===== src/sv/nwsp_pkg.sv =====
// Package with character codes, token codes and tables for the wind sentence parser.
`default_nettype none
package nwsp_pkg;

  localparam logic [7:0] CH_NUL   = 8'h00;
  localparam logic [7:0] CH_COMMA = 8'h2C;
  localparam logic [7:0] CH_STAR  = 8'h2A;
  localparam logic [7:0] CH_MINUS = 8'h2D;
  localparam logic [7:0] CH_PLUS  = 8'h2B;
  localparam logic [7:0] CH_POINT = 8'h2E;
  localparam logic [7:0] CH_ZERO  = 8'h30;
  localparam logic [7:0] CH_NINE  = 8'h39;

  localparam logic [2:0] PREFIX_LEN = 3'd6;

  localparam logic [2:0] TOK_HEAD   = 3'd0;
  localparam logic [2:0] TOK_DIR    = 3'd1;
  localparam logic [2:0] TOK_REF    = 3'd2;
  localparam logic [2:0] TOK_SPEED  = 3'd3;
  localparam logic [2:0] TOK_UNIT   = 3'd4;
  localparam logic [2:0] TOK_STATUS = 3'd5;
  localparam logic [2:0] TOK_DONE   = 3'd6;

  localparam logic [30:0] SAT_MAG = 31'h7FFF_FFFF;

  typedef struct packed {
    logic       feed;
    logic       first;
    logic [7:0] ch;
  } nwsp_num_ctl_t;

  // Expected characters of the sentence head "$IIMWV".
  function automatic logic [7:0] mwv_head(input logic [2:0] pos);
    logic [7:0] c;
    unique case (pos)
      3'd0:    c = 8'h24;
      3'd1:    c = 8'h49;
      3'd2:    c = 8'h49;
      3'd3:    c = 8'h4D;
      3'd4:    c = 8'h57;
      3'd5:    c = 8'h56;
      default: c = CH_NUL;
    endcase
    return c;
  endfunction

  // Powers of ten for the supported fraction lengths.
  function automatic logic [19:0] pow10(input logic [2:0] n);
    logic [19:0] p;
    unique case (n)
      3'd0:    p = 20'd1;
      3'd1:    p = 20'd10;
      3'd2:    p = 20'd100;
      3'd3:    p = 20'd1000;
      3'd4:    p = 20'd10000;
      3'd5:    p = 20'd100000;
      3'd6:    p = 20'd1000000;
      default: p = 20'd0;
    endcase
    return p;
  endfunction

endpackage
`default_nettype wire


===== src/sv/nwsp_num_acc.sv =====
// Decimal token accumulator producing a saturated fixed-point value.
`default_nettype none
module nwsp_num_acc #(
  parameter int FRAC_DIGITS = 4
) (
  input  logic                   clk,
  input  logic                   rst_n,
  input  nwsp_pkg::nwsp_num_ctl_t ctl,
  output logic [31:0]            value
);
  import nwsp_pkg::*;

  localparam int FC_W = $clog2(FRAC_DIGITS + 1);
  localparam logic [19:0] SCALE = pow10(3'(FRAC_DIGITS));

  logic            neg_r, neg_nxt;
  logic [30:0]     mag_r, mag_nxt;
  logic [FC_W-1:0] fc_r, fc_nxt;
  logic            seen_r, seen_nxt;
  logic            stop_r, stop_nxt;

  logic            neg_b, seen_b, stop_b;
  logic [30:0]     mag_b;
  logic [FC_W-1:0] fc_b;
  logic            is_digit;
  logic [3:0]      dval;
  logic [35:0]     int_sum;
  logic [31:0]     frac_sum;
  logic [19:0]     frac_scale;

  assign is_digit   = (ctl.ch >= CH_ZERO) && (ctl.ch <= CH_NINE);
  assign dval       = 4'(ctl.ch - CH_ZERO);

  // A new token starts from a clean number.
  assign neg_b  = ctl.first ? 1'b0 : neg_r;
  assign mag_b  = ctl.first ? '0 : mag_r;
  assign fc_b   = ctl.first ? '0 : fc_r;
  assign seen_b = ctl.first ? 1'b0 : seen_r;
  assign stop_b = ctl.first ? 1'b0 : stop_r;

  assign frac_scale = pow10(3'(FRAC_DIGITS - 1) - 3'(fc_b));
  assign int_sum    = ({5'd0, mag_b} << 3) + ({5'd0, mag_b} << 1)
                    + 36'(24'(dval) * 24'(SCALE));
  assign frac_sum   = {1'b0, mag_b} + 32'(24'(dval) * 24'(frac_scale));

  always_comb begin
    neg_nxt  = neg_r;
    mag_nxt  = mag_r;
    fc_nxt   = fc_r;
    seen_nxt = seen_r;
    stop_nxt = stop_r;
    if (ctl.feed) begin
      neg_nxt  = neg_b;
      mag_nxt  = mag_b;
      fc_nxt   = fc_b;
      seen_nxt = seen_b;
      stop_nxt = stop_b;
      priority if (ctl.first && ctl.ch == CH_MINUS) begin
        neg_nxt = 1'b1;
      end else if (ctl.first && ctl.ch == CH_PLUS) begin
        neg_nxt = neg_b;
      end else if (stop_b) begin
        stop_nxt = 1'b1;
      end else if (!seen_b) begin
        priority if (is_digit) begin
          mag_nxt = (int_sum > 36'(SAT_MAG)) ? SAT_MAG : int_sum[30:0];
        end else if (ctl.ch == CH_POINT) begin
          seen_nxt = 1'b1;
        end else begin
          stop_nxt = 1'b1;
        end
      end else if (is_digit && (32'(fc_b) < 32'(FRAC_DIGITS))) begin
        mag_nxt = (frac_sum > 32'(SAT_MAG)) ? SAT_MAG : frac_sum[30:0];
        fc_nxt  = fc_b + FC_W'(1);
      end else begin
        stop_nxt = 1'b1;
      end
    end
  end

  always_ff @(posedge clk) begin
    if (!rst_n) begin
      neg_r  <= 1'b0;
      mag_r  <= '0;
      fc_r   <= '0;
      seen_r <= 1'b0;
      stop_r <= 1'b0;
    end else begin
      neg_r  <= neg_nxt;
      mag_r  <= mag_nxt;
      fc_r   <= fc_nxt;
      seen_r <= seen_nxt;
      stop_r <= stop_nxt;
    end
  end

  assign value = neg_r ? (32'd0 - {1'b0, mag_r}) : {1'b0, mag_r};

endmodule
`default_nettype wire


===== src/sv/nmea_wind_sentence_parser.sv =====
// Top level of the streaming wind sentence parser.
// The item flagged last passes the input register, then the result register.
// One character item per cycle, no sentence gaps; a last item waits on a full output.
// A waiting result in the output register does not block items without last.
// Reset (synchronous, rst_n low) empties both registers and clears sentence state.
// Every result also clears the sentence state for the next sentence.
`default_nettype none
module nmea_wind_sentence_parser #(
  parameter int MAX_CHARS   = 63,
  parameter int FRAC_DIGITS = 4
) (
  input  logic               clk,
  input  logic               rst_n,
  input  logic               in_valid,
  output logic               in_ready,
  input  logic [7:0]         in_ch,
  input  logic               in_last,
  output logic               out_valid,
  input  logic               out_ready,
  output logic               out_ok,
  output logic signed [31:0] out_direction,
  output logic [7:0]         out_reference,
  output logic signed [31:0] out_speed,
  output logic [7:0]         out_wind_unit,
  output logic [7:0]         out_status
);
  import nwsp_pkg::*;

  localparam int CC_W = $clog2(MAX_CHARS + 1);

  // Input register: one character item waiting to be processed.
  logic       s1_v_r, s1_v_nxt;
  logic [7:0] s1_ch_r;
  logic       s1_last_r;

  // Sentence state.
  logic [2:0]      tok_r, tok_nxt;
  logic [2:0]      ppos_r, ppos_nxt;
  logic            pok_r, pok_nxt;
  logic [CC_W-1:0] cc_r, cc_nxt;
  logic            in_tok_r, in_tok_nxt;
  logic            ended_r, ended_nxt;
  logic [31:0]     dir_r, dir_nxt;
  logic [7:0]      ref_r, ref_nxt;
  logic [31:0]     spd_r, spd_nxt;
  logic [7:0]      unit_r, unit_nxt;
  logic [7:0]      stat_r, stat_nxt;

  // Result register.
  logic        out_v_r, out_v_nxt;
  logic        ok_r;
  logic [31:0] odir_r, ospd_r;
  logic [7:0]  oref_r, ounit_r, ostat_r;

  logic          go;
  logic          take;
  logic          sent_ok;
  logic [31:0]   num_value;
  nwsp_num_ctl_t num_ctl;

  // Advance the input register unless a result would land on a full output.
  assign go       = s1_v_r && (!s1_last_r || !out_v_r || out_ready);
  assign in_ready = !s1_v_r || go;

  // A character counts while the text is open and within the length limit.
  assign take = go && !ended_r && (32'(cc_r) < MAX_CHARS) && (s1_ch_r != CH_NUL);

  // Feed the number unit with non-comma characters of the direction and speed tokens.
  assign num_ctl.feed  = take && (tok_r == TOK_DIR || tok_r == TOK_SPEED)
                       && (s1_ch_r != CH_COMMA);
  assign num_ctl.first = !in_tok_r;
  assign num_ctl.ch    = s1_ch_r;

  nwsp_num_acc #(
    .FRAC_DIGITS (FRAC_DIGITS)
  ) u_num (
    .clk   (clk),
    .rst_n (rst_n),
    .ctl   (num_ctl),
    .value (num_value)
  );

  always_comb begin
    s1_v_nxt = s1_v_r;
    if (in_valid && in_ready) begin
      s1_v_nxt = 1'b1;
    end else if (go) begin
      s1_v_nxt = 1'b0;
    end
  end

  // Sentence state update for one character.
  always_comb begin
    tok_nxt    = tok_r;
    ppos_nxt   = ppos_r;
    pok_nxt    = pok_r;
    cc_nxt     = cc_r;
    in_tok_nxt = in_tok_r;
    ended_nxt  = ended_r;
    dir_nxt    = dir_r;
    ref_nxt    = ref_r;
    spd_nxt    = spd_r;
    unit_nxt   = unit_r;
    stat_nxt   = stat_r;
    if (go && !ended_r && (32'(cc_r) < MAX_CHARS) && (s1_ch_r == CH_NUL)) begin
      ended_nxt = 1'b1;
    end
    if (take) begin
      cc_nxt = cc_r + CC_W'(1);
      priority if (tok_r >= TOK_DONE) begin
        tok_nxt = tok_r;
      end else if (tok_r == TOK_STATUS) begin
        // Status is the first character that is not a star; commas count here.
        if (s1_ch_r != CH_STAR) begin
          stat_nxt = s1_ch_r;
          tok_nxt  = TOK_DONE;
        end
      end else if (s1_ch_r == CH_COMMA) begin
        // Close the open token; repeated commas fall through untouched.
        if (in_tok_r) begin
          in_tok_nxt = 1'b0;
          if (tok_r == TOK_HEAD && ppos_r < PREFIX_LEN) begin
            pok_nxt = 1'b0;
          end
          if (tok_r == TOK_DIR) begin
            dir_nxt = num_value;
          end
          if (tok_r == TOK_SPEED) begin
            spd_nxt = num_value;
          end
          tok_nxt = tok_r + 3'd1;
        end
      end else begin
        in_tok_nxt = 1'b1;
        if (!in_tok_r && tok_r == TOK_REF) begin
          ref_nxt = s1_ch_r;
        end
        if (!in_tok_r && tok_r == TOK_UNIT) begin
          unit_nxt = s1_ch_r;
        end
        if (tok_r == TOK_HEAD && ppos_r < PREFIX_LEN) begin
          if (s1_ch_r != mwv_head(ppos_r)) begin
            pok_nxt = 1'b0;
          end
          ppos_nxt = ppos_r + 3'd1;
        end
      end
    end
  end

  assign sent_ok = pok_nxt && (tok_nxt == TOK_DONE);

  always_comb begin
    out_v_nxt = out_v_r;
    if (go && s1_last_r) begin
      out_v_nxt = 1'b1;
    end else if (out_ready) begin
      out_v_nxt = 1'b0;
    end
  end

  always_ff @(posedge clk) begin
    if (!rst_n) begin
      s1_v_r   <= 1'b0;
      out_v_r  <= 1'b0;
      tok_r    <= TOK_HEAD;
      ppos_r   <= '0;
      pok_r    <= 1'b1;
      cc_r     <= '0;
      in_tok_r <= 1'b0;
      ended_r  <= 1'b0;
      dir_r    <= '0;
      ref_r    <= '0;
      spd_r    <= '0;
      unit_r   <= '0;
      stat_r   <= '0;
    end else begin
      s1_v_r  <= s1_v_nxt;
      out_v_r <= out_v_nxt;
      if (go && s1_last_r) begin
        // Close the sentence: start over for the next one.
        tok_r    <= TOK_HEAD;
        ppos_r   <= '0;
        pok_r    <= 1'b1;
        cc_r     <= '0;
        in_tok_r <= 1'b0;
        ended_r  <= 1'b0;
        dir_r    <= '0;
        ref_r    <= '0;
        spd_r    <= '0;
        unit_r   <= '0;
        stat_r   <= '0;
      end else begin
        tok_r    <= tok_nxt;
        ppos_r   <= ppos_nxt;
        pok_r    <= pok_nxt;
        cc_r     <= cc_nxt;
        in_tok_r <= in_tok_nxt;
        ended_r  <= ended_nxt;
        dir_r    <= dir_nxt;
        ref_r    <= ref_nxt;
        spd_r    <= spd_nxt;
        unit_r   <= unit_nxt;
        stat_r   <= stat_nxt;
      end
    end
  end

  // Payload registers: capture the character item and the result, no reset needed.
  always_ff @(posedge clk) begin
    if (in_valid && in_ready) begin
      s1_ch_r   <= in_ch;
      s1_last_r <= in_last;
    end
    if (go && s1_last_r) begin
      ok_r    <= sent_ok;
      odir_r  <= sent_ok ? dir_nxt : 32'd0;
      oref_r  <= sent_ok ? ref_nxt : 8'd0;
      ospd_r  <= sent_ok ? spd_nxt : 32'd0;
      ounit_r <= sent_ok ? unit_nxt : 8'd0;
      ostat_r <= sent_ok ? stat_nxt : 8'd0;
    end
  end

  assign out_valid      = out_v_r;
  assign out_ok         = ok_r;
  assign out_direction  = $signed(odir_r);
  assign out_reference  = oref_r;
  assign out_speed      = $signed(ospd_r);
  assign out_wind_unit  = ounit_r;
  assign out_status     = ostat_r;

endmodule
`default_nettype wire


===== config.mk =====
export PLATFORM = sky130hd
export DESIGN_NAME = nmea_wind_sentence_parser
export DESIGN_NICKNAME = d
export VERILOG_FILES = /design/src/sv/nwsp_pkg.sv /design/src/sv/nwsp_num_acc.sv /design/src/sv/nmea_wind_sentence_parser.sv
export SDC_FILE = /design/constraint.sdc
export NUM_CORES = 1
export LEC_CHECK = 0
export BUFFER_PORTS_ARGS = -buffer_cell sky130_fd_sc_hd__buf_2
export CORE_MARGIN = 1
export CORE_UTILIZATION = 25
export DETAILED_ROUTE_END_ITERATION = 8
export PLACE_DENSITY = 0.47
export SETUP_SLACK_MARGIN = 0.2
export SLEW_MARGIN = 20
export SYNTH_ARGS = -nofsm -noshare
export SYNTH_HDL_FRONTEND = slang
export SYNTH_SLANG_ARGS = --single-unit

===== constraint.sdc =====
create_clock -name clk -period 8.64 [get_ports clk]
set_clock_uncertainty 0.05 [all_clocks]
set_input_delay 2.16 -clock clk [delete_from_list [all_inputs] [get_ports clk]]
set_output_delay 2.16 -clock clk [all_outputs]
set_load 0.01 [all_outputs]

# After elaboration in Yosys (flattened, before gate mapping)
# Index checks and enable logic that the tools add are counted.
# classes
n_addsub,10
mul,2
div,0
order_cmp,8
eq_ne,25
shifts,0
muxes,85
bitwise,4
n_reduce_logical,38
# ops
operator,n
32-bit two-way mux,13
31-bit two-way mux,9
8-bit two-way mux,19
20-bit case mux with 7 select lines,1
36-bit by 18-bit adder with 36-bit output,1
"36-bit by 31-bit > comparator with 1-bit output, second input constant",1
3-bit two-way mux,12
34-bit by 32-bit adder with 35-bit output,1
7-bit case mux with 5 select lines,1
31-bit by 24-bit adder with 32-bit output,1
"8-bit by 6-bit equality test with 1-bit output, second input constant",4
"32-bit by 31-bit > comparator with 1-bit output, second input constant",1
"1-bit by 31-bit subtractor with 32-bit output, first input constant",1
1-bit two-way mux,30
"3-bit equality test, second input constant",8
4-bit by 20-bit multiplier with 24-bit output,1
"3-bit by 2-bit equality test with 1-bit output, second input constant",6
1-bit logical AND,17
"8-bit by 6-bit inequality test with 1-bit output, second input constant",2
"4-bit by 10-bit multiplier with 14-bit output, second input constant",1
"3-bit by 1-bit adder with 3-bit output, second input constant",3
"3-bit by 1-bit equality test with 1-bit output, second input constant",3
3-bit logical NOT,3
"8-bit by 6-bit >= comparator with 1-bit output, second input constant",1
other kinds (19),32
# word_totals
ff_bits,240
latchBits,0
ram_bits,0
rom_bits,0
inputBits,13
out_inout_bits,91
wordCells,198
n_memories,0

# Logic depth before layout (Yosys ltp)
# Gate-level depths: netlist of the first run.
# logic_depth
ltp_word,16
depth_mapped,30
ltp_nobuf,25

# Cells and area by module
# Synthesis of the first run repeated with hierarchy kept, for this count alone.
# hier_totals
hier_cells,1842
hier_area_um2,16988.8
# modules_own_cells
module,instances,cells_each,area_each_um2
nwsp_num_acc,1,1216,9280.2
nmea_wind_sentence_parser,1,626,7708.6

# Least setup slack after synthesis of the first run
# No wires, ideal clock.
# synth_timing
path_type,flip-flop to flip-flop
from,register in_tok_r
to,register u_num.mag_r[15]
t_arrival_ns,6.519
setup_slack_ns,1.953
path_stages_with_launch,30
path_cell_list,dfxtp_1 clkbuf_1 clkbuf_1 clkbuf_1 clkbuf_1 nand2_1 inv_1 ha_1 clkbuf_1 nor2_1 nor3_1 fa_1 fa_1 inv_1 fa_1 inv_1 ha_1 inv_1 o21ai_0 a2111oi_0 o311ai_1 o21ai_0 and3_1 clkbuf_1 a21oi_1 o21ai_0 nand2_1 or4_1 o2111ai_1 nand2_1
# synth_via
elab_chain_cells,13
elab_cells_between_ends,32
classes_between,add/sub (4); mul (1); order compare (3); eq/ne (6); mux (13); reduce/logical (5)
# synth_lines
element,line,source
"start, declared",nmea_wind_sentence_parser.sv:41,"logic in_tok_r, in_tok_nxt;"
"start signal, assigned",nmea_wind_sentence_parser.sv:198,in_tok_r <= in_tok_nxt;
3-bit two-way mux,nwsp_num_acc.sv:37,assign fc_b = ctl.first ? '0 : fc_r;
2-bit by 3-bit subtractor with 3-bit output,nwsp_num_acc.sv:41,assign frac_scale = pow10(3'(FRAC_DIGITS - 1) - 3'(fc_b));
"3-bit equality test, or another cell as far along",nwsp_pkg.sv:50,unique case (n)
20-bit case mux with 7 select lines,nwsp_pkg.sv:50,
4-bit by 20-bit multiplier with 24-bit output,nwsp_num_acc.sv:44,"assign frac_sum = {1'b0, mag_b} + 32'(24'(dval) * 24'(frac_scale));"
31-bit by 24-bit adder with 32-bit output,nwsp_num_acc.sv:44,
32-bit by 31-bit > comparator with 1-bit output,nwsp_num_acc.sv:73,mag_nxt = (frac_sum > 32'(SAT_MAG)) ? SAT_MAG : frac_sum[30:0];
31-bit two-way mux,nwsp_num_acc.sv:73,
31-bit two-way mux,nwsp_num_acc.sv:72,end else if (is_digit && (32'(fc_b) < 32'(FRAC_DIGITS))) begin
31-bit two-way mux,nwsp_num_acc.sv:64,end else if (!seen_b) begin
31-bit two-way mux,nwsp_num_acc.sv:62,end else if (stop_b) begin
31-bit two-way mux,nwsp_num_acc.sv:60,end else if (ctl.first && ctl.ch == CH_PLUS) begin
31-bit two-way mux *,nwsp_num_acc.sv:58,priority if (ctl.first && ctl.ch == CH_MINUS) begin
"end signal, assigned",nwsp_num_acc.sv:90,mag_r <= mag_nxt;
"end, declared",nwsp_num_acc.sv:17,"logic [30:0] mag_r, mag_nxt;"
# Every way passes the cells marked *; elsewhere a longest branch is shown, timed or not.
# A chain may end at the register's enable or synchronous reset.

# Worst setup path after layout of the first run
# layout_timing
from,register s1_ch_r[1]
to,register u_num.mag_r[21]
# layout_via
elab_chain_cells,10
elab_cells_between_ends,28
classes_between,add/sub (3); mul (2); order compare (4); eq/ne (3); mux (8); reduce/logical (8)
# layout_lines
element,line,source
"start, declared",nmea_wind_sentence_parser.sv:33,logic [7:0] s1_ch_r;
"start signal, assigned",nmea_wind_sentence_parser.sv:212,s1_ch_r <= in_ch;
4-bit by 1-bit subtractor with 4-bit output,nwsp_num_acc.sv:32,assign dval = 4'(ctl.ch - CH_ZERO);
4-bit by 20-bit multiplier with 24-bit output / 4-bit by 10-bit multiplier with 14-bit output (equally long branches),"nwsp_num_acc.sv:44, nwsp_num_acc.sv:43",
31-bit by 24-bit adder with 32-bit output / 36-bit by 18-bit adder with 36-bit output (equally long branches),"nwsp_num_acc.sv:44, nwsp_num_acc.sv:43",
32-bit by 31-bit > comparator with 1-bit output / 36-bit by 31-bit > comparator with 1-bit output (equally long branches),"nwsp_num_acc.sv:73, nwsp_num_acc.sv:66",
"31-bit two-way mux, on equally long branches","nwsp_num_acc.sv:73, nwsp_num_acc.sv:66",
"31-bit two-way mux, on equally long branches","nwsp_num_acc.sv:72, nwsp_num_acc.sv:65",
31-bit two-way mux,nwsp_num_acc.sv:64,
31-bit two-way mux,nwsp_num_acc.sv:62,
31-bit two-way mux,nwsp_num_acc.sv:60,
31-bit two-way mux,nwsp_num_acc.sv:58,
# Several ways; a longest one is shown, not always the timed one.

==> results of run 1 <==
metrics by stage:
step / cells / setup WS, ps / total power, uW / util (%) / area (um2)
2_1_floorplan: 2056 / 1953 / 1440 / - / 17250
5_1_grt: 2990 / 969.4 / 2695 / 28.69 / 19440
3_5_place_dp: 2946 / 1346 / 1545 / 27.48 / 18620
6_report: 2990 / 1273 / 2590 / 28.69 / 19440
3_3_place_gp: 2946 / 1460 / 1543 / 27.48 / 18620
4_1_cts: 2990 / 1321 / 2618 / 28.66 / 19420
power breakdown:
part | total, uW | internal [uW] | leakage (uW) | switching, uW
registers | 1210 | 1190 | 0.00196 | 15.5
logic | 310 | 109 | 0.00567 | 201
clock network | 1070 | 596 | 0.000380 | 474
total | 2590 | 1900 | 0.00801 | 690
sequential cells by signal, summed over array words and instances (netlist names), 31 cells and up:
signal	count
out_direction	32
u_num.mag_r	31
out_speed	32
dir_r	32
spd_r	32
kinds of logic (layout without fill, tap and decap cells):
logic type / Yosys count / in the layout
adders and majority gates: 177 / 177
and+or+nand+nor: 771 / 771
DFF: 240 / 240
buffers and inverters: 237 / 298
AOI/OAI and AO/OA: 488 / 488
xor gates and xnor gates: 111 / 111
muxes: 32 / 32
cells in the mapped netlist, types with 25 or more instances:
cell        n
nor2_1    376
a21oi_1   187
nand2_1   152
dfxtp_1   142
inv_1     129
ha_1      122
edfxtp_1   98
o21ai_0    95
clkbuf_1   90
xor2_1     58
fa_1       55
xnor2_1    52
nand3_1    42
nor3_1     41
a21o_1     28
and3_1     27
mux2i_1    26
and2_1     25
worst paths after layout:
path / startpoint / endpoint / cells past startpoint
worst max-delay path: s1_ch_r[1]$_DFFE_PP_ / u_num.mag_r[21]$_SDFFE_PN0P_ / 20
worst min-delay path: pok_r$_SDFF_PP1_ / pok_r$_SDFF_PP1_ / 2
worst max register to register: s1_ch_r[1]$_DFFE_PP_ / u_num.mag_r[21]$_SDFFE_PN0P_ / 20
worst min register to register: pok_r$_SDFF_PP1_ / pok_r$_SDFF_PP1_ / 2
cell type report:
cell class,count,area (um2),share of cell area [%]
Clock buffer,26,629.4,3.238
Clock inverter,18,171.4,0.8819
Inverter,132,495.5,2.549
Multi-Input combinational cell,1579,10610,54.56
Sequential cell,240,5786,29.77
Tap cell,873,1092,5.620
Timing Repair Buffer,122,658.1,3.386
critical path: cells and delay by family (launching register included):
kind                       cells  cell delay, ps
DFF                            1             870
xor gates and xnor gates       1             200
buffers and inverters          1             610
AOI/OAI and AO/OA              8            1530
and+or+nand+nor                6            1750
muxes                          1             890
adders and majority gates      3            1310
layer usage:
| metal | global-route usage, % | routed length, um |
|---|---|---|
| met1 | 21.13 | 25400 |
| met2 | 25.83 | 25720 |
| met3 | 1.347 | 2653 |
| met4 | 3.457 | 959 |
| met5 | 0 | 0 |
==> impl_metrics.env, run 1 <==
export IMPL_vias=15098
export IMPL_startpoint_type="flip-flop"
export IMPL_synthSimpleGateAreaFrac_pct=20.39
export IMPL_min_period_over_period_pct=85.27
export IMPL_synth_area_mm2=0.01725
export IMPL_routed_wl_mm=54.74
export IMPL_cts_buffer_depth=3
export IMPL_finalSetupViolations=0
export IMPL_ys_ff_latch=240
export IMPL_die_area_mm2=0.07003
export IMPL_synth_seq_area_share_pct=33.55
export IMPL_htreeDepth=1
export IMPL_cp_end_kind="flip-flop"
export IMPL_clock_latency_ps=530
export IMPL_avgSynthCellArea_um2=8.388
export IMPL_cp_arrival_ps=7700
export IMPL_grt_max_degree=81
export IMPL_dr_pass1_iters=5
export IMPL_synth_top_area_share_pct=17.06
export IMPL_synth_top_cell_by_area="edfxtp_1"
export IMPL_synth_cells=2056
export IMPL_holdWs_ps=411.2
export IMPL_fillers=7233
export IMPL_ir_worst_vdd_mv=0.1180
export IMPL_cts_setup_buffers=0
export IMPL_finalMaxSlewViolations=0
export IMPL_rsz0062_at_grt="no"
export IMPL_ctsResizeCount=0
export IMPL_cts_buffers=24
export IMPL_synth_top_family_by_area="simple AND/OR/NAND/NOR gates"
export IMPL_drc_errors=0
export IMPL_ant_nets=0
export IMPL_p_per_area_mw_per_mm2=133.3
export IMPL_dp_hpwl_mm=42.28
export IMPL_worst_setup_path_type="reg -> reg"
export IMPL_grtUsageTotal_pct=15.32
export IMPL_finish_net_count=2289
export IMPL_row_count=95
export IMPL_outcome="complete, no violations"
export IMPL_cpPeakStageDelay_ps=890
export IMPL_synth_nets=2246
export IMPL_finalSetupTns_ps=0
export IMPL_path_cells="clkinv_1, fa_1, ha_1, a21oi_1, o21bai_1, a21oi_1, nor2_1, xnor2_1, ha_1, a21o_1, a21o_1, nor4b_1, a21oi_1, nand4b_1, or3_1, or4_4, mux2i_2, nand3_2, o221ai_1, a31oi_1"
export IMPL_fmax_mhz=135.7
export IMPL_grt_pass1_wl_mm=85.72
export IMPL_clockRootBuffer="clkbuf_16"
export IMPL_die_x_um=264.6
export IMPL_post_drt_via_cell_ratio=5.049
export IMPL_portBuffers=103
export IMPL_path_max_fanout=18
export IMPL_max_slew_margin_pct=24.44
export IMPL_antenna_cells=0
export IMPL_cts_hold_buf=0
export IMPL_synth_ff_type="dfxtp_1"
export IMPL_core_area_mm2=0.06775
export IMPL_cts_tree="built"
export IMPL_synthAdderAreaFrac_pct=15.24
export IMPL_synth_compound_area_share_pct=17.92
export IMPL_wl_per_cell_um=18.31
export IMPL_drive_above_1_share_pct=10.34
export IMPL_cap_violations=0
export IMPL_synth_edf_count=98
export IMPL_tightest_slew_ps=1111
export IMPL_synth_xor_area_share_pct=5.681
export IMPL_first_global_vias=14721
export IMPL_gr_total_overflow=0
export IMPL_synth_distinct_cells=92
export IMPL_critPathSlowestCell="mux2i_2"
export IMPL_min_period_ps=7367
export IMPL_p_leak_uw=0.008011
export IMPL_yosysWarnings=0
export IMPL_crit_top_cell="a21oi_1"
export IMPL_io_pins=104
export IMPL_gp_congestion=0.8799
export IMPL_final_cell_mix="nor2_1 (374), a21oi_1 (186), nand2_1 (150)"
export IMPL_antenna_found_initial=0
export IMPL_reg2reg_setup_slack_ps=1270
export IMPL_hold_viol_final=0
export IMPL_synthMuxAreaShare_pct=1.937
export IMPL_area_growth_pct=12.71
export IMPL_async_flop_share_pct=0
export IMPL_die_h_um=264.6
export IMPL_clk_pin_slew_ps=70
export IMPL_cts_sinks=240
export IMPL_drt_iter0_drc=1256
export IMPL_required_ps=8970
export IMPL_initial_core_util_pct=25.45
export IMPL_synthTopCellsByArea="edfxtp_1 (17%), dfxtp_1 (16%), ha_1 (8.9%), nor2_1 (8.2%), fa_1 (6.4%)"
export IMPL_layout_commonest_cell="nor2_1"
export IMPL_hold_path_class="reg -> reg"
Note: power is estimated with default switching activity, not from simulation.
==> run 2, diff against run 1 <==
--- a/config.mk
+++ b/config.mk
@@ -6,10 +6,13 @@
 export NUM_CORES = 1
 export LEC_CHECK = 0
 export BUFFER_PORTS_ARGS = -buffer_cell sky130_fd_sc_hd__buf_2
+export CELL_PAD_IN_SITES_DETAIL_PLACEMENT = 0
+export CELL_PAD_IN_SITES_GLOBAL_PLACEMENT = 2
+export CORE_ASPECT_RATIO = 1.1
 export CORE_MARGIN = 1
 export CORE_UTILIZATION = 25
 export DETAILED_ROUTE_END_ITERATION = 8
-export PLACE_DENSITY = 0.47
+export PLACE_DENSITY = 0.64
 export SETUP_SLACK_MARGIN = 0.2
 export SLEW_MARGIN = 20
 export SYNTH_ARGS = -nofsm -noshare
==> run 2 against run 1 <==
Critical path depth is the same; maximum frequency grew 0.26%; worst setup slack improved by 19 ps; sequential share of layout area fell by 0.21 points; non-clock buffer count up 1; clock-buffer cell count is 9 higher; highest routed layer unchanged; register-to-register slack gained 20 ps; die area is essentially flat; power up 3.8%; utilization increased by 0.13 points; cell count up 1.7%.
==> impl_metrics.env, run 2 (same netlist as run 1, synthesis figures left out) <==
export IMPL_finalMaxSlewViolations=0
export IMPL_dp_hpwl_mm=44.55
export IMPL_clk_pin_slew_ps=70
export IMPL_ant_nets=0
export IMPL_cts_tree="built"
export IMPL_initial_core_util_pct=25.38
export IMPL_grt_max_degree=90
export IMPL_required_ps=9020
export IMPL_cts_sinks=240
export IMPL_swShare_pct=25.88
export IMPL_area_growth_pct=13.53
export IMPL_intPower_uw=1993
export IMPL_startpoint_type="flip-flop"
export IMPL_finalSetupViolations=0
export IMPL_drive_above_1_share_pct=10.18
export IMPL_die_area_mm2=0.07004
export IMPL_grtUsageTotal_pct=15.98
export IMPL_path_max_fanout=19
export IMPL_combPwrFrac_pct=11.3
export IMPL_hold_viol_final=0
export IMPL_row_count=100
export IMPL_min_period_over_period_pct=85.05
export IMPL_cap_violations=0
export IMPL_worst_setup_path_type="reg -> reg"
export IMPL_grt_pass1_wl_mm=86.80
export IMPL_p_per_area_mw_per_mm2=137.4
export IMPL_dr_pass1_iters=5
export IMPL_routed_wl_mm=57.44
export IMPL_cp_arrival_ps=7730
export IMPL_layout_commonest_cell="nor2_1"
export IMPL_core_area_mm2=0.06794
export IMPL_finish_net_count=2292
export IMPL_clock_latency_ps=550
export IMPL_placed_area_mm2=0.01868
export IMPL_wl_per_cell_um=18.89
export IMPL_tightest_slew_ps=1074
export IMPL_clockRootBuffer="clkbuf_16"
export IMPL_finalSetupTns_ps=0
export IMPL_fmax_mhz=136.1
export IMPL_portBuffers=103
export IMPL_min_period_ps=7348
export IMPL_htreeDepth=1
export IMPL_cts_buffer_depth=3
export IMPL_cts_hold_buf=0
export IMPL_hold_path_class="reg -> reg"
export IMPL_post_drt_via_cell_ratio=4.846
export IMPL_rsz0062_at_grt="no"
export IMPL_worstHoldStart="pok_r$_SDFF_PP1_"
export IMPL_die_h_um=277.5
export IMPL_cts_buffers=26
export IMPL_io_pins=104
export IMPL_first_global_vias=14420
export IMPL_vias=14738
export IMPL_reg2reg_from="in_tok_r$_SDFFE_PP0P_"
export IMPL_design_area_mm2=0.01958
export IMPL_max_slew_margin_pct=27.84
export IMPL_antenna_found_initial=0
export IMPL_drc_errors=0
export IMPL_critical_path_startpoint="in_tok_r$_SDFFE_PP0P_"
export IMPL_drt_iter0_drc=693
export IMPL_whs_path_depth=2
export IMPL_gr_total_overflow=0
export IMPL_ctsResizeCount=0
export IMPL_ir_worst_vdd_mv=0.1092
export IMPL_cts_setup_buffers=0
export IMPL_power_frac_clock_pct=43.7
export IMPL_cp_end_kind="flip-flop"
export IMPL_p_sw_uw=695.9
export IMPL_worstRegToRegCells=20
export IMPL_gp_congestion=0.8672
export IMPL_outcome="complete, no violations"
export IMPL_final_cell_mix="nor2_1 (374), a21oi_1 (187), nand2_1 (150)"
export IMPL_seq_power_share_pct=44.9
export IMPL_p_leak_uw=0.008068
export IMPL_die_x_um=252.4
-- run 2: cell types whose count changed in the layout (fill, tap and decap cells not counted), sizes merged --
cell,previous run,this run
buf,122,123
diode,0,1
clkinv,9,8
clkinvlp,6,2
clkbuf,26,35
-- run 2: area by class of cell --
type / count / area (um2)
fillers: 7329 / 48360
multi-input cells: 1579 / 10580
flip-flops and latches: 240 / 5786
well taps: 918 / 1149
clock buffers: 35 / 768.2
repair buffers: 123 / 665.6
inverters: 132 / 495.5
clock inverters: 13 / 131.4
diodes: 1 / 2.502
-- run 2: worst max-delay path, cell delays in order (launching register included) --
cell and delay [ps]:
dfxtp_1 760, nand2_1 480, clkinv_1 420, mux2i_1 580, a21oi_1 170, fa_1 490
fa_1 570, fa_1 420, ha_1 390, o21a_1 150, a2111oi_0 680, o311ai_1 190
buf_4 190, o21ai_0 180, and3_1 540, a21oi_1 130, o21ai_0 230, nand2_1 70
or4_1 400, o2111ai_1 90, nand2_1 70
-- run 2: through the flow --
step / setup WS, ps / cells / utilization [%] / hold WS (ps) / power (uW)
floorplan: 1953 / 2056 / - / 365.4 / 1440
global placement: 1437 / 2992 / 27.49 / 392.0 / 1542
detailed placement: 1329 / 2992 / 27.49 / 387.4 / 1540
CTS: 1319 / 3040 / 28.81 / 409.0 / 2725
global route: 748.5 / 3040 / 28.81 / 448.9 / 2796
finish: 1292 / 3041 / 28.82 / 406.6 / 2689
-- run 2: worst paths after layout --
| path | slack, ps | to |
|---|---|---|
| worst max-delay path | 1290 | u_num.mag_r[15]$_SDFFE_PN0P_ |
| worst min register to register | 410 | pok_r$_SDFF_PP1_ |
| worst max register to register | 1290 | u_num.mag_r[15]$_SDFFE_PN0P_ |
| worst min-delay path | 410 | pok_r$_SDFF_PP1_ |
-- run 2: per-layer routing --
metal,part of all wire (%),vias up,global-route usage (%)
met4,2.4,0,4.460
met5,0,-,0
met2,47,275,26.63
met1,47,7131,21.74
li1,-,7273,-
met3,3.8,59,1.651
-- run 2: power groups by stage --
stage | registers (uW) | clock network (uW) | logic (uW)
after floorplan | 1240 | 0 | 201
after global placement | 1230 | 0 | 308
after detailed placement | 1230 | 0 | 306
after CTS | 1210 | 1210 | 308
after global routing | 1210 | 1250 | 338
final | 1210 | 1180 | 305
==> run 3, diff against run 2 <==
--- a/config.mk
+++ b/config.mk
@@ -6,15 +6,17 @@
 export NUM_CORES = 1
 export LEC_CHECK = 0
 export BUFFER_PORTS_ARGS = -buffer_cell sky130_fd_sc_hd__buf_2
+export CAP_MARGIN = 20
 export CELL_PAD_IN_SITES_DETAIL_PLACEMENT = 0
 export CELL_PAD_IN_SITES_GLOBAL_PLACEMENT = 2
 export CORE_ASPECT_RATIO = 1.1
 export CORE_MARGIN = 1
 export CORE_UTILIZATION = 25
 export DETAILED_ROUTE_END_ITERATION = 8
-export PLACE_DENSITY = 0.64
+export PLACE_DENSITY = 0.63
 export SETUP_SLACK_MARGIN = 0.2
 export SLEW_MARGIN = 20
 export SYNTH_ARGS = -nofsm -noshare
 export SYNTH_HDL_FRONTEND = slang
+export SYNTH_HIERARCHICAL = 1
 export SYNTH_SLANG_ARGS = --single-unit
==> run 3 against run 2 <==
Global-route usage fell by 0.53 points; first-iteration DRC count increased by 21%; clock-buffer cell count fell by 1; non-clock buffer count is 3 higher; critical path depth increased by 2; cell count fell by 8.3%; register-to-register slack improved by 250 ps.
==> impl_metrics.env, run 3 <==
export IMPL_outcome="complete, no violations"
export IMPL_synth_xor_area_share_pct=4.227
export IMPL_cts_buffer_depth=3
export IMPL_core_area_mm2=0.06677
export IMPL_synth_seq_area_share_pct=34.06
export IMPL_p_leak_uw=0.007941
export IMPL_die_h_um=275.4
export IMPL_min_period_ps=7099
export IMPL_ctsResizeCount=0
export IMPL_hold_path_class="reg -> reg"
export IMPL_cts_hold_buf=0
export IMPL_total_power_uw=2684
export IMPL_min_period_over_period_pct=82.16
export IMPL_holdWs_ps=410.9
export IMPL_layout_commonest_cell="nor2_1"
export IMPL_synth_distinct_cells=104
export IMPL_clockRootBuffer="clkbuf_16"
export IMPL_antenna_cells=0
export IMPL_synthSimpleGateAreaFrac_pct=17.51
export IMPL_cts_setup_buffers=0
export IMPL_drc_errors=0
export IMPL_required_ps=9040
export IMPL_synth_compound_area_share_pct=16.17
export IMPL_p_per_area_mw_per_mm2=139.6
export IMPL_ir_worst_vdd_mv=0.1188
export IMPL_grtUsageTotal_pct=15.45
export IMPL_cts_sinks=240
export IMPL_area_growth_pct=13.16
export IMPL_dp_hpwl_mm=42.16
export IMPL_antenna_found_initial=0
export IMPL_finalSetupViolations=0
export IMPL_synth_area_mm2=0.01699
export IMPL_synth_ff_type="dfxtp_1"
export IMPL_synth_edf_count=98
export IMPL_post_route_util_pct=28.79
export IMPL_startpoint_type="flip-flop"
export IMPL_finish_net_count=2115
export IMPL_cap_violations=0
export IMPL_rsz0062_at_grt="no"
export IMPL_synth_top_cell_by_area="edfxtp_1"
export IMPL_htreeDepth=1
export IMPL_pre_cts_ws_ps=1636
export IMPL_wl_per_cell_um=19.49
export IMPL_clock_latency_ps=540
export IMPL_p_sw_uw=704.2
export IMPL_path_max_fanout=43
export IMPL_fmax_mhz=140.9
export IMPL_vias=13816
export IMPL_worstRegToRegCells=22
export IMPL_netlist_top_cells_count="nor2_1 (275), dfxtp_1 (142), inv_1 (137), ha_1 (123), nand2_1 (109)"
export IMPL_yosysMostFrequentCell="nor2_1"
export IMPL_finalMaxSlewViolations=0
export IMPL_dr_pass1_iters=6
export IMPL_die_x_um=250.6
export IMPL_portBuffers=103
export IMPL_seq_power_share_pct=45.0
export IMPL_gr_total_overflow=0
export IMPL_finalSetupTns_ps=0
export IMPL_gp_congestion=0.8644
export IMPL_row_count=99
export IMPL_power_frac_clock_pct=42.7
export IMPL_post_drt_via_cell_ratio=4.954
export IMPL_grt_max_degree=73
export IMPL_routed_wl_mm=54.37
export IMPL_cts_tree="built"
export IMPL_tightest_slew_ps=1171
export IMPL_ant_nets=0
export IMPL_worst_setup_path_type="reg -> reg"
export IMPL_combPwrFrac_pct=12.3
export IMPL_cp_arrival_ps=7500
export IMPL_async_flop_share_pct=0
export IMPL_synthAdderAreaFrac_pct=17.07
export IMPL_intPower_uw=1979
export IMPL_synth_nets=2046
export IMPL_grt_pass1_wl_mm=83.06
export IMPL_io_pins=104
export IMPL_synthTopCellsByArea="edfxtp_1 (17%), dfxtp_1 (17%), ha_1 (9.1%), fa_1 (8.0%), nor2_1 (6.1%)"
export IMPL_final_cell_mix="nor2_1 (274), dfxtp_1 (142), inv_1 (137)"
export IMPL_swShare_pct=26.24
export IMPL_first_global_vias=13580
export IMPL_cts_buffers=26
export IMPL_clk_pin_slew_ps=70
export IMPL_drive_above_1_share_pct=11.39
export IMPL_avgSynthCellArea_um2=9.223
export IMPL_synth_cells=1842
export IMPL_synth_top_family_by_area="simple AND/OR/NAND/NOR gates"
export IMPL_cp_end_kind="flip-flop"
export IMPL_initial_core_util_pct=25.45
export IMPL_ys_ff_latch=240
export IMPL_drt_iter0_drc=840
export IMPL_yosysWarnings=6
export IMPL_synth_top_area_share_pct=17.32
export IMPL_max_slew_margin_pct=21.63
export IMPL_die_area_mm2=0.06900
export IMPL_hold_viol_final=0
export IMPL_whs_path_depth=1
export IMPL_fillers=7056
export IMPL_layout_setup_ws_ps=1541
export IMPL_synthMuxAreaShare_pct=5.317
[run 3: cell type report]
type                       instances  area (um2)  share of cell area (%)
timing repair buffer             126       688.2                   3.580
sequential                       240        5786                   30.09
tap                              858        1074                   5.584
multi-input combinational       1376       10280                   53.49
clock buffer                      34       701.9                   3.651
inverter                         141       529.3                   2.753
clock inverter                    14       163.9                  0.8526
[run 3: cells by family (layout without fill, tap and decap cells)]
| group | after synthesis | after routing |
|---|---|---|
| and+or+nand+nor | 613 | 613 |
| AOI/OAI and AO/OA | 400 | 400 |
| DFF | 240 | 240 |
| xor gates and xnor gates | 82 | 82 |
| adders and majority gates | 191 | 191 |
| buffers and inverters | 226 | 315 |
| muxes | 90 | 90 |
[run 3: metal layers]
metal,share of wire (%),vias to the layer above,track usage (%)
met5,0,-,0
met1,47,6727,21.04
met2,46,362,25.62
met4,3.0,0,4.924
li1,-,6646,-
met3,4.1,81,1.631
[run 3: path summary, 6_finish.rpt]
kind	from	endpoint	slack, ps
max	in_tok_r$_SDFFE_PP0P_	u_num/mag_r[12]$_SDFFE_PN0P_	1540
min	pok_r$_SDFF_PP1_	pok_r$_SDFF_PP1_	410
max reg2reg	in_tok_r$_SDFFE_PP0P_	u_num/mag_r[12]$_SDFFE_PN0P_	1540
min reg2reg	pok_r$_SDFF_PP1_	pok_r$_SDFF_PP1_	410
[run 3: stage by stage]
step           cell area (um2)  std cells
2_1_floorplan            16990       1842
3_3_place_gp             18350       2741
3_5_place_dp             18360       2741
4_1_cts                  19220       2789
5_1_grt                  19220       2789
6_report                 19220       2789
[run 3: critical path: stages, from the launching register on]
cell	delay (ps)
dfxtp_1	350
inv_1	80
buf_4	420
nand2b_1	240
inv_1	90
ha_1	290
mux2i_1	570
a21oi_1	200
fa_1	550
fa_1	550
inv_1	50
fa_1	500
inv_1	40
ha_1	350
o21a_1	140
o211ai_1	110
a2111o_1	480
a21o_1	260
a2111oi_2	890
nor2_1	310
a22oi_1	230
a22oi_1	90
o21ai_1	140
[run 3: power by group through the flow]
stage	Sequential, uW	Combinational [uW]	Clock (uW)
CTS	1210	333	1180
detailed placement	1230	331	0
global placement	1230	332	0
finish	1210	330	1150
global route	1210	366	1230
floorplan	1240	215	0
